<file path="config.mk">
export PLATFORM = sky130hd
export DESIGN_NAME = sensor_frame_deframer
export DESIGN_NICKNAME = d
export VERILOG_FILES = /design/src/sfd_pkg.sv /design/src/sensor_frame_deframer.sv
export SDC_FILE = /design/constraint.sdc
export NUM_CORES = 1
export LEC_CHECK = 0
export ABC_AREA = 0
export BUFFER_PORTS_ARGS = -buffer_cell sky130_fd_sc_hd__buf_2
export CAP_MARGIN = 0
export CORE_MARGIN = 4
export CORE_UTILIZATION = 40
export CTS_CLUSTER_SIZE = 8
export DETAILED_ROUTE_END_ITERATION = 10
export HOLD_SLACK_MARGIN = 0.03
export PLACE_DENSITY_LB_ADDON = 0.08
export SLEW_MARGIN = 10
export SYNTH_ARGS = -nofsm -noshare
export SYNTH_HDL_FRONTEND = slang
export SYNTH_SLANG_ARGS = --single-unit
</file>
<file path="constraint.sdc">
create_clock -name clk -period 22.4 [get_ports clk]
set_input_delay 4.48 -clock clk [delete_from_list [all_inputs] [get_ports clk]]
set_output_delay 4.48 -clock clk [all_outputs]
set_load 0.005 [all_outputs]
</file>
<file path="src/sfd_pkg.sv">
// Package for the sensor frame deframer: status codes, frame constants,
// the result record and the bytewise CRC-8 step.
// Depends on nothing; used by src/sensor_frame_deframer.sv.
package sfd_pkg;

  // Status codes reported with each completed frame.
  localparam logic [1:0] STATUS_GOOD    = 2'd0;
  localparam logic [1:0] STATUS_BAD_CMP = 2'd1;
  localparam logic [1:0] STATUS_BAD_CRC = 2'd2;

  // Frame layout and field constants.
  localparam logic [7:0]  START_MARK    = 8'hA5;
  localparam logic [7:0]  LIVE_CMD      = 8'h04;
  localparam logic [15:0] SFLOAT_NAN    = 16'h07FF;
  localparam int          LEN_W         = 10;
  localparam logic [9:0]  MIN_START_LEN = 10'd7;
  localparam int          DECL_W        = 17;
  localparam logic [16:0] FRAME_OVERHEAD = 17'd8;
  localparam logic [7:0]  MAX_SPO2      = 8'd100;
  localparam logic [7:0]  PULSE_LIMIT   = 8'd250;
  localparam logic [7:0]  PULSE_BAD     = 8'hFF;
  localparam logic [7:0]  MIN_READING_PAYLOAD = 8'd9;

  // One result transaction.
  typedef struct packed {
    logic [1:0]  status;
    logic [7:0]  command;
    logic [7:0]  payload_length;
    logic        has_reading;
    logic [7:0]  spo2_value;
    logic [7:0]  pulse_value;
    logic [15:0] spo2_code;
    logic [15:0] pulse_code;
    logic        reading_invalid;
  } result_t;

  // CRC-8, polynomial 0x07, MSB first, one byte per call.
  function automatic logic [7:0] crc8_step(input logic [7:0] crc_in, input logic [7:0] data);
    logic [7:0] c;
    c = crc_in ^ data;
    for (int i = 0; i < 8; i++) begin
      c = c[7] ? ({c[6:0], 1'b0} ^ 8'h07) : {c[6:0], 1'b0};
    end
    return c;
  endfunction

endpackage

</file>
<file path="src/sensor_frame_deframer.sv">
// Sensor frame deframer: reassembles chunked notification frames and
// reports status, command and decoded live-sample readings.
// Depends on src/sfd_pkg.sv.
// The result is registered as the last byte of the completing chunk is
// accepted: into the head, valid in the next cycle, or into the skid entry
// if the head is stalled. One byte per cycle while the skid entry is empty,
// as the CRC-8 update and frame counters are combinational. A two-entry
// output buffer keeps input flowing while a result waits. Synchronous reset
// clears all assembly state and empties the output buffer.
module sensor_frame_deframer #(
  parameter int BUFFER_BYTES = 256
) (
  input  logic        clk,
  input  logic        rst,
  input  logic        in_valid,
  output logic        in_ready,
  input  logic [7:0]  data_byte,
  input  logic        chunk_start,
  input  logic [9:0]  chunk_len,
  output logic        out_valid,
  input  logic        out_ready,
  output logic [1:0]  status,
  output logic [7:0]  command,
  output logic [7:0]  payload_length,
  output logic        has_reading,
  output logic [7:0]  spo2_value,
  output logic [7:0]  pulse_value,
  output logic [15:0] spo2_code,
  output logic [15:0] pulse_code,
  output logic        reading_invalid
);

  localparam int CNT_W   = $clog2(BUFFER_BYTES + 1);
  localparam int SUM_W   = ((CNT_W > sfd_pkg::LEN_W) ? CNT_W : sfd_pkg::LEN_W) + 1;
  localparam int WIDE_W  = (CNT_W > 8) ? CNT_W : 8;

  // Assembly state.
  logic [CNT_W-1:0]         assembled_count, assembled_count_next;
  logic [CNT_W-1:0]         wanted_count, wanted_count_next;
  logic [sfd_pkg::LEN_W-1:0] chunk_remaining, chunk_remaining_next;
  logic                     chunk_dropped, chunk_dropped_next;
  logic [7:0]               length_low_byte, length_low_byte_next;
  logic [7:0]               command_byte, command_byte_next;
  logic [7:0]               complement_byte, complement_byte_next;
  logic [7:0]               running_crc, running_crc_next;
  logic [7:0]               latched_crc, latched_crc_next;
  logic [7:0]               received_crc, received_crc_next;
  logic [7:0]               saturation_byte, saturation_byte_next;
  logic [7:0]               pulse_byte, pulse_byte_next;

  // Output buffer: head register and one skid entry.
  logic              out_full;
  logic              skid_valid;
  sfd_pkg::result_t  out_reg;
  sfd_pkg::result_t  skid_reg;
  sfd_pkg::result_t  result_next;

  logic                     take;
  logic                     emit;
  logic                     byte_used;
  logic                     frame_abort;
  logic [CNT_W-1:0]         pos;
  logic [sfd_pkg::DECL_W-1:0] declared;
  logic [SUM_W-1:0]         fill_sum;
  logic [WIDE_W-1:0]        plen_wide;
  logic                     reading_ok;

  assign in_ready = !skid_valid;
  assign take     = in_valid && in_ready;

  // Per-byte assembly, CRC and result evaluation.
  always_comb begin
    assembled_count_next = assembled_count;
    wanted_count_next    = wanted_count;
    chunk_remaining_next = chunk_remaining;
    chunk_dropped_next   = chunk_dropped;
    length_low_byte_next = length_low_byte;
    command_byte_next    = command_byte;
    complement_byte_next = complement_byte;
    running_crc_next     = running_crc;
    latched_crc_next     = latched_crc;
    received_crc_next    = received_crc;
    saturation_byte_next = saturation_byte;
    pulse_byte_next      = pulse_byte;
    frame_abort = 1'b0;
    emit        = 1'b0;
    pos         = assembled_count;
    declared    = '0;
    fill_sum    = '0;
    plen_wide   = '0;
    reading_ok  = 1'b0;
    result_next = '0;

    if (chunk_start) begin
      byte_used = (chunk_len != '0);
    end else begin
      byte_used = (chunk_remaining != '0);
    end

    if (byte_used) begin
      // A chunk start opens a new chunk and may restart or drop the frame.
      if (chunk_start) begin
        if (chunk_remaining != '0) begin
          assembled_count_next = '0;
          wanted_count_next    = '0;
          running_crc_next     = '0;
        end
        chunk_remaining_next = chunk_len;
        chunk_dropped_next   = 1'b0;
        fill_sum = SUM_W'(assembled_count_next) + SUM_W'(chunk_len);
        if (data_byte == sfd_pkg::START_MARK) begin
          assembled_count_next = '0;
          wanted_count_next    = '0;
          running_crc_next     = '0;
          if (chunk_len < sfd_pkg::MIN_START_LEN ||
              SUM_W'(chunk_len) > SUM_W'(BUFFER_BYTES)) begin
            chunk_dropped_next = 1'b1;
          end
        end else if (wanted_count_next == '0 || fill_sum > SUM_W'(BUFFER_BYTES)) begin
          assembled_count_next = '0;
          wanted_count_next    = '0;
          running_crc_next     = '0;
          chunk_dropped_next   = 1'b1;
        end
      end

      chunk_remaining_next = chunk_remaining_next - 1'b1;

      // Store the byte into the frame being assembled.
      if (!chunk_dropped_next) begin
        pos = assembled_count_next;
        if (pos == CNT_W'(1)) begin
          command_byte_next = data_byte;
        end else if (pos == CNT_W'(2)) begin
          complement_byte_next = data_byte;
        end else if (pos == CNT_W'(5)) begin
          length_low_byte_next = data_byte;
        end else if (pos == CNT_W'(13)) begin
          saturation_byte_next = data_byte;
        end else if (pos == CNT_W'(15)) begin
          pulse_byte_next = data_byte;
        end

        if (wanted_count_next == '0 ||
            SUM_W'(pos) + SUM_W'(1) < SUM_W'(wanted_count_next)) begin
          running_crc_next = sfd_pkg::crc8_step(running_crc_next, data_byte);
        end else if (SUM_W'(pos) + SUM_W'(1) == SUM_W'(wanted_count_next)) begin
          latched_crc_next  = running_crc_next;
          received_crc_next = data_byte;
        end

        assembled_count_next = pos + 1'b1;

        // The high length byte sets the frame size.
        if (pos == CNT_W'(6)) begin
          declared = {1'b0, data_byte, length_low_byte_next} + sfd_pkg::FRAME_OVERHEAD;
          if (declared > sfd_pkg::DECL_W'(BUFFER_BYTES)) begin
            assembled_count_next = '0;
            wanted_count_next    = '0;
            running_crc_next     = '0;
            chunk_dropped_next   = 1'b1;
            frame_abort          = 1'b1;
          end else begin
            wanted_count_next = declared[CNT_W-1:0];
          end
        end
      end

      emit = !frame_abort && chunk_remaining_next == '0 && !chunk_dropped_next &&
             wanted_count_next != '0 && assembled_count_next >= wanted_count_next;

      // Frame complete: check it and decode the reading.
      if (emit) begin
        if (complement_byte_next != ~command_byte_next) begin
          result_next.status = sfd_pkg::STATUS_BAD_CMP;
        end else if (latched_crc_next != received_crc_next) begin
          result_next.status = sfd_pkg::STATUS_BAD_CRC;
        end else begin
          result_next.status = sfd_pkg::STATUS_GOOD;
        end
        plen_wide = WIDE_W'(wanted_count_next) - WIDE_W'(8);
        result_next.command        = command_byte_next;
        result_next.payload_length = plen_wide[7:0];
        result_next.has_reading    = (result_next.status == sfd_pkg::STATUS_GOOD) &&
                                     (command_byte_next == sfd_pkg::LIVE_CMD) &&
                                     (plen_wide >= WIDE_W'(sfd_pkg::MIN_READING_PAYLOAD));
        result_next.spo2_code  = sfd_pkg::SFLOAT_NAN;
        result_next.pulse_code = sfd_pkg::SFLOAT_NAN;
        if (result_next.has_reading) begin
          result_next.spo2_value  = saturation_byte_next;
          result_next.pulse_value = pulse_byte_next;
          reading_ok = (saturation_byte_next != 8'd0) &&
                       (saturation_byte_next <= sfd_pkg::MAX_SPO2) &&
                       (pulse_byte_next != 8'd0) &&
                       (pulse_byte_next != sfd_pkg::PULSE_BAD) &&
                       (pulse_byte_next < sfd_pkg::PULSE_LIMIT);
          if (reading_ok) begin
            result_next.spo2_code  = {8'd0, saturation_byte_next};
            result_next.pulse_code = {8'd0, pulse_byte_next};
          end else begin
            result_next.reading_invalid = 1'b1;
          end
        end
        assembled_count_next = '0;
        wanted_count_next    = '0;
        running_crc_next     = '0;
      end
    end
  end

  // Assembly state registers, updated on each accepted transaction.
  always_ff @(posedge clk) begin
    if (rst) begin
      assembled_count <= '0;
      wanted_count    <= '0;
      chunk_remaining <= '0;
      chunk_dropped   <= 1'b0;
      length_low_byte <= '0;
      command_byte    <= '0;
      complement_byte <= '0;
      running_crc     <= '0;
      latched_crc     <= '0;
      received_crc    <= '0;
      saturation_byte <= '0;
      pulse_byte      <= '0;
    end else if (take) begin
      assembled_count <= assembled_count_next;
      wanted_count    <= wanted_count_next;
      chunk_remaining <= chunk_remaining_next;
      chunk_dropped   <= chunk_dropped_next;
      length_low_byte <= length_low_byte_next;
      command_byte    <= command_byte_next;
      complement_byte <= complement_byte_next;
      running_crc     <= running_crc_next;
      latched_crc     <= latched_crc_next;
      received_crc    <= received_crc_next;
      saturation_byte <= saturation_byte_next;
      pulse_byte      <= pulse_byte_next;
    end
  end

  // Output buffer: a result goes to the head, or to the skid entry if the
  // head is stalled.
  always_ff @(posedge clk) begin
    if (rst) begin
      out_full   <= 1'b0;
      skid_valid <= 1'b0;
    end else if (!out_full || out_ready) begin
      if (skid_valid) begin
        out_reg    <= skid_reg;
        out_full   <= 1'b1;
        skid_valid <= 1'b0;
      end else begin
        out_reg  <= result_next;
        out_full <= take && emit;
      end
    end else if (take && emit) begin
      skid_reg   <= result_next;
      skid_valid <= 1'b1;
    end
  end

  assign out_valid       = out_full;
  assign status          = out_reg.status;
  assign command         = out_reg.command;
  assign payload_length  = out_reg.payload_length;
  assign has_reading     = out_reg.has_reading;
  assign spo2_value      = out_reg.spo2_value;
  assign pulse_value     = out_reg.pulse_value;
  assign spo2_code       = out_reg.spo2_code;
  assign pulse_code      = out_reg.pulse_code;
  assign reading_invalid = out_reg.reading_invalid;

endmodule

</file>
**Word level (Yosys, flattened, before mapping)**

Cells that the tools add are included.

- Flip-flop bits (word level): 231
- Bits of input ports: 23
- Output and inout bits: 70
- Logic and storage cells: 207

- Add/sub/neg operators: 6
- Magnitude comparators: 9
- Equal/unequal tests: 12
- Muxes and demuxes: 101
- Bitwise operators: 13
- Reduce and logical (&&, ||, !) cells: 34

Operators with widths:

| operator | count |
|---|---|
| $mux W8 | 43 |
| $mux W9 | 24 |
| $mux W68 | 3 |
| $mux W49 | 1 |
| $mux W27 | 1 |
| $mux W3 | 8 |
| $not A3 Y3 | 8 |
| $mux W10 | 2 |
| $reduce_bool A10 Y1 | 2 |
| $eq A9 B3 Y1 const B | 2 |
| $eq A9 B4 Y1 const B | 2 |
| $logic_not A9 Y1 | 2 |
| $add A16 B4 Y17 const B | 1 |
| $gt A17 B9 Y1 const B | 1 |
| $ne A8 B8 Y1 | 2 |
| $reduce_bool A8 Y1 | 2 |
| $mux W1 | 15 |
| $logic_and A1 B1 Y1 | 12 |
| $add A9 B10 Y11 | 1 |
| $gt A11 B9 Y1 const B | 1 |
| $lt A11 B9 Y1 | 1 |
| $add A9 B1 Y10 const B | 1 |
| $eq A10 B9 Y1 | 1 |
| $gt A10 B9 Y1 const B | 1 |
| other kinds (25) | 38 |

**Longest topological paths before layout**

- Depth in word-level cells: 37
- Mapped depth: 52
- Depth with buffers taken out: 44

**Worst setup path before layout**

No wires, ideal clock.

- Kind: input to register
- Start: input port chunk_len[0]
- End: register skid_reg[0] (netlist bit), enable pin
- Setup time: 595 ps
- Arrival time: 17624 ps
- Required time: 21805 ps
- Path slack: 4182 ps
- Cell stages on the path: 47
- Buffers on the path: 8
- Path through: ha_1 > fa_1 > a21oi_1 > nand2b_1 > a41o_1 > o31ai_2 > xor2_1 > o31a_1 > buf_6 > buf_4 > clkbuf_1 > nand2_1 > inv_1 > ha_1 > clkbuf_1 > nand3_1 > nor2_2 > buf_4 > (+11 left out) > nor2_1 > a21oi_1 > ha_1 > nand2b_1 > a21o_1 > a21o_1 > a21o_1 > a21o_1 > a21oi_1 > nor2b_1 > o21ai_0 > nand2b_1 > a21oi_1 > nor3_1 > nand4_1 > buf_2 > buf_2 > nor4_1

- Longest elaborated chain between the ends: 27
- Elaborated cells between the ends (all ways): 62
- Classes of those cells: add/sub (4); order compare (5); eq/ne (4); mux (36); reduce/logical (13)

RTL lines:

| item | RTL line | RTL |
|---|---|---|
| from (decl) | sensor_frame_deframer.sv:19 | `input logic [9:0] chunk_len,` |
| branches (longest 24 deep; another with $add A9 B10 Y11) | -- |  |
| $mux W1 * | sensor_frame_deframer.sv:100 | `if (byte_used) begin` |
| $logic_and A1 B1 Y1 * | sensor_frame_deframer.sv:257 | `end else if (take && emit) begin` |
| $reduce_and A3 Y1 (no line) * | -- |  |
| to (signal assigned) | sensor_frame_deframer.sv:258 | `skid_reg <= result_next;` |
| to (decl) | sensor_frame_deframer.sv:55 | `sfd_pkg::result_t skid_reg;` |

Mark *: on every way between the ends. The select of a mux whose other input is x is not followed.
A chain may end at the register's enable or synchronous reset.

==> impl_metrics.toml <==
[sta]
period_share_pct = 67.7
fin_ws_ns = 7.24
setup_viol = 0
rsz0062_at_grt = "no"
hold_viol = 0
tns_ns = 0
worst_slew_pin_slew_ns = 1.17
slew_headroom_pct = 21.6
final-max-slew-violation-count = 0
clock_skew_ns = 0.0218
fmax_ghz = 0.0660
min_period_ns = 15.16

[finish]
largest_register_ffs = 53
syn_to_final_growth_pct = 11.1
fin_nets = 1493
drive_gt1_share_pct = 12.5
post-route-util_pct = 45.2
diodes = 0
fillers = 3056

[clock_tree]
post_cts_buffers = 0
cts_buffers = 29
cts_hold_buf = 0
cts_resized = 0
cts_root_buffer = "clkbuf_16"
cts_max_level = 1
cts_tree = "done"
clk_pin_slew_ns = 0.05
clock_latency_ns = 0.56
clock-sinks = 201
cts_max_path_buffers = 3

[yosys]
synth_area_mm2 = 0.0125
ys.warnings.count = 0
synth-edff-count = 106
synth.top_cell.area_share_pct = 25.4
syn_avg_cell_area_um2 = 8.86
ys_top_cells_by_area = "edfxtp_1 (25%), dfxtp_1 (15%), mux2i_1 (5.4%)"
synthArstFlopShare_pct = 0
synth_top_cell_by_area = "edfxtp_1"
synthDistinctLibCells = 87
synth_ff_type = "edfxtp_1"
synth_common_cells = "nand2_1 (156), nor2_1 (154), edfxtp_1 (106)"
synth_most_common_cell = "nand2_1"
synth-seq-cells = 201
ys_seq_area_share_pct = 40.6
synth_cells = 1413

[grt]
grt_max_degree = 90
grt_util_met1_pct = 30.1
grt_busiest_layer = "met2"
first_global_vias = 9956
grtUsageTotal_pct = 20.4
grt_pass1_wl_mm = 56.3
gr-usage-met3_pct = 2.69
grt_antenna_before_repair = 0
use_met2_pct = 31.7
overflow = 0

[drt]
first_pass_iters = 5
drt_iter0_markers = 780
avgRoutedWirePerCell_um = 19.3
vias_per_cell = 5.68
drt-total-wl_mm = 35.6
dr_total_vias = 10500
antenna_left = 0
drc = 0

[floorplan]
rows = 64
die_h_um = 185
ios = 93
dieArea_mm2 = 0.0342
floorplan.initialDensity_pct = 40.7
dieWidth_um = 185
core_area_mm2 = 0.0307

[place]
dp_slack_ns = 6.75
hpwl_mm = 24.5
gp_congestion = 0.862
io_buffer_count = 82

[setup_path]
path_class = "input port to register"
crit_fanout = 64
required_ns = 22.67
rr_endpoint = "skid_reg[35]$_DFFE_PP_"
crit_slowest_cell = "nor2_2"
r2r-start = "chunk_remaining[3]$_SDFFE_PP0P_"
cp_slowest_stage_delay_ns = 0.64
r2r_cells = 45
end_kind = "register"
cp-endpoint = "skid_reg[35]$_DFFE_PP_"
r2r_slack_ns = 10.18
startpoint = "chunk_len[0]"
arrival_ns = 15.43
worst_setup_path_start_kind = "input port"
cpMostUsedCell = "a21oi_1"

[hold_path]
min_path_type = "register to register"

[flow_run]
cap_violations = 0

[power_and_ir_drop]
fin_total_pwr_mw = 0.888
vdd_ir_drop_max_mv = 0.0591
pwr_density_cell_mw_per_mm2 = 63.9
power.leakage_nw = 5.21

[run_status]
status = "finished, final reports clean"
==> per-layer routing <==
layer	wire, µm	up-vias
met4	920	0
met1	16900	4982
met2	15700	335
met3	2090	54
li1	-	5120
met5	0	-
==> final cells by class <==
cell class	instances	area, µm²	share of cell area (%)
tap	396	495	3.56
clock buffer	47	803	5.78
inverter	33	124	0.891
timing repair buffer	102	561	4.03
multi-input combinational	1067	6810	49.0
clock inverter	2	25.0	0.180
sequential	201	5090	36.6
==> power by group <==
part	switching (mW)	total [mW]	internal, mW
Sequential	0.00651	0.399	0.392
Clock	0.163	0.405	0.242
Combinational	0.0553	0.0840	0.0287
==> cell usage in the layout, fill, tap and decap left out, types with 4 or more instances in the layout <==
cell type  netlist  routed
nor3_1          33      32
xnor2_1         54      54
a211oi_1        21      21
a22o_1          10      10
clkbuf_1        74      17
mux2_2           5       5
xor2_1          36      36
edfxtp_1       106     106
nand3b_1         4       4
a21o_1          12      12
and2_1          11      11
buf_2           12      82
nand4_1         18      18
o31ai_1         19      19
dfxtp_1         95      94
nand3_1         46      46
conb_1           1      10
buf_4           21      20
o21ai_2          9       9
clkbuf_16        0      29
nor4_1          12      11
o211a_1          4       4
nand2b_1        14      14
o21ai_1          9       9
a21oi_1        104     103
o21ai_0         65      65
mux2i_1         67      67
nor2b_1          7       6
nor2_1         154     154
nand2_1        156     156
o21a_1          11      11
ha_1            35      35
o41ai_1         17      17
or3_1            9       9
and3_1          21      21
o22ai_1          7       7
a31oi_1         12      12
inv_1           32      32
==> kinds of logic after synthesis <==
logic type | count (synthesis) | synth area share [%]
buffers and inverters | 154 | 5.50
AND/OR/NAND/NOR | 515 | 19.8
other | 1 | 0.0300
adder cells (fa/ha/maj) | 36 | 3.66
AO/OA/AOI/OAI | 344 | 18.3
multiplexers | 72 | 5.81
XOR/XNOR | 90 | 6.30
flip-flops | 201 | 40.6
==> per-stage QoR <==
stage / hold slack [ns] / cell area, µm² / std cells
after floorplan: 0.444 / 12500 / 1422
after global placement: 0.453 / 13100 / 1798
after detailed placement: 0.459 / 13100 / 1798
after CTS: 0.465 / 13900 / 1847
after global routing: 0.481 / 13900 / 1848
final: 0.462 / 13900 / 1848
==> worst max-delay path: cells and delay by family <==
kind	cells	cell delay, ns
simple gates	15	3.73
compound gates	16	3.22
fa+ha+maj	5	1.60
buf+inv	5	1.39
xor+xnor	2	0.56
mux	1	0.40
==> worst min path at each step <==
stage,from,endpoint,slack [ns],depth (start not counted)
after floorplan,received_crc[5]$_SDFFE_PP0P_,received_crc[5]$_SDFFE_PP0P_,0.44,2
after global placement,latched_crc[0]$_SDFFE_PP0P_,latched_crc[0]$_SDFFE_PP0P_,0.45,2
after detailed placement,latched_crc[0]$_SDFFE_PP0P_,latched_crc[0]$_SDFFE_PP0P_,0.46,2
after CTS,latched_crc[0]$_SDFFE_PP0P_,latched_crc[0]$_SDFFE_PP0P_,0.47,2
after global routing,received_crc[4]$_SDFFE_PP0P_,received_crc[4]$_SDFFE_PP0P_,0.48,2
final,received_crc[4]$_SDFFE_PP0P_,received_crc[4]$_SDFFE_PP0P_,0.46,2
(Power assumes the default switching activity.)
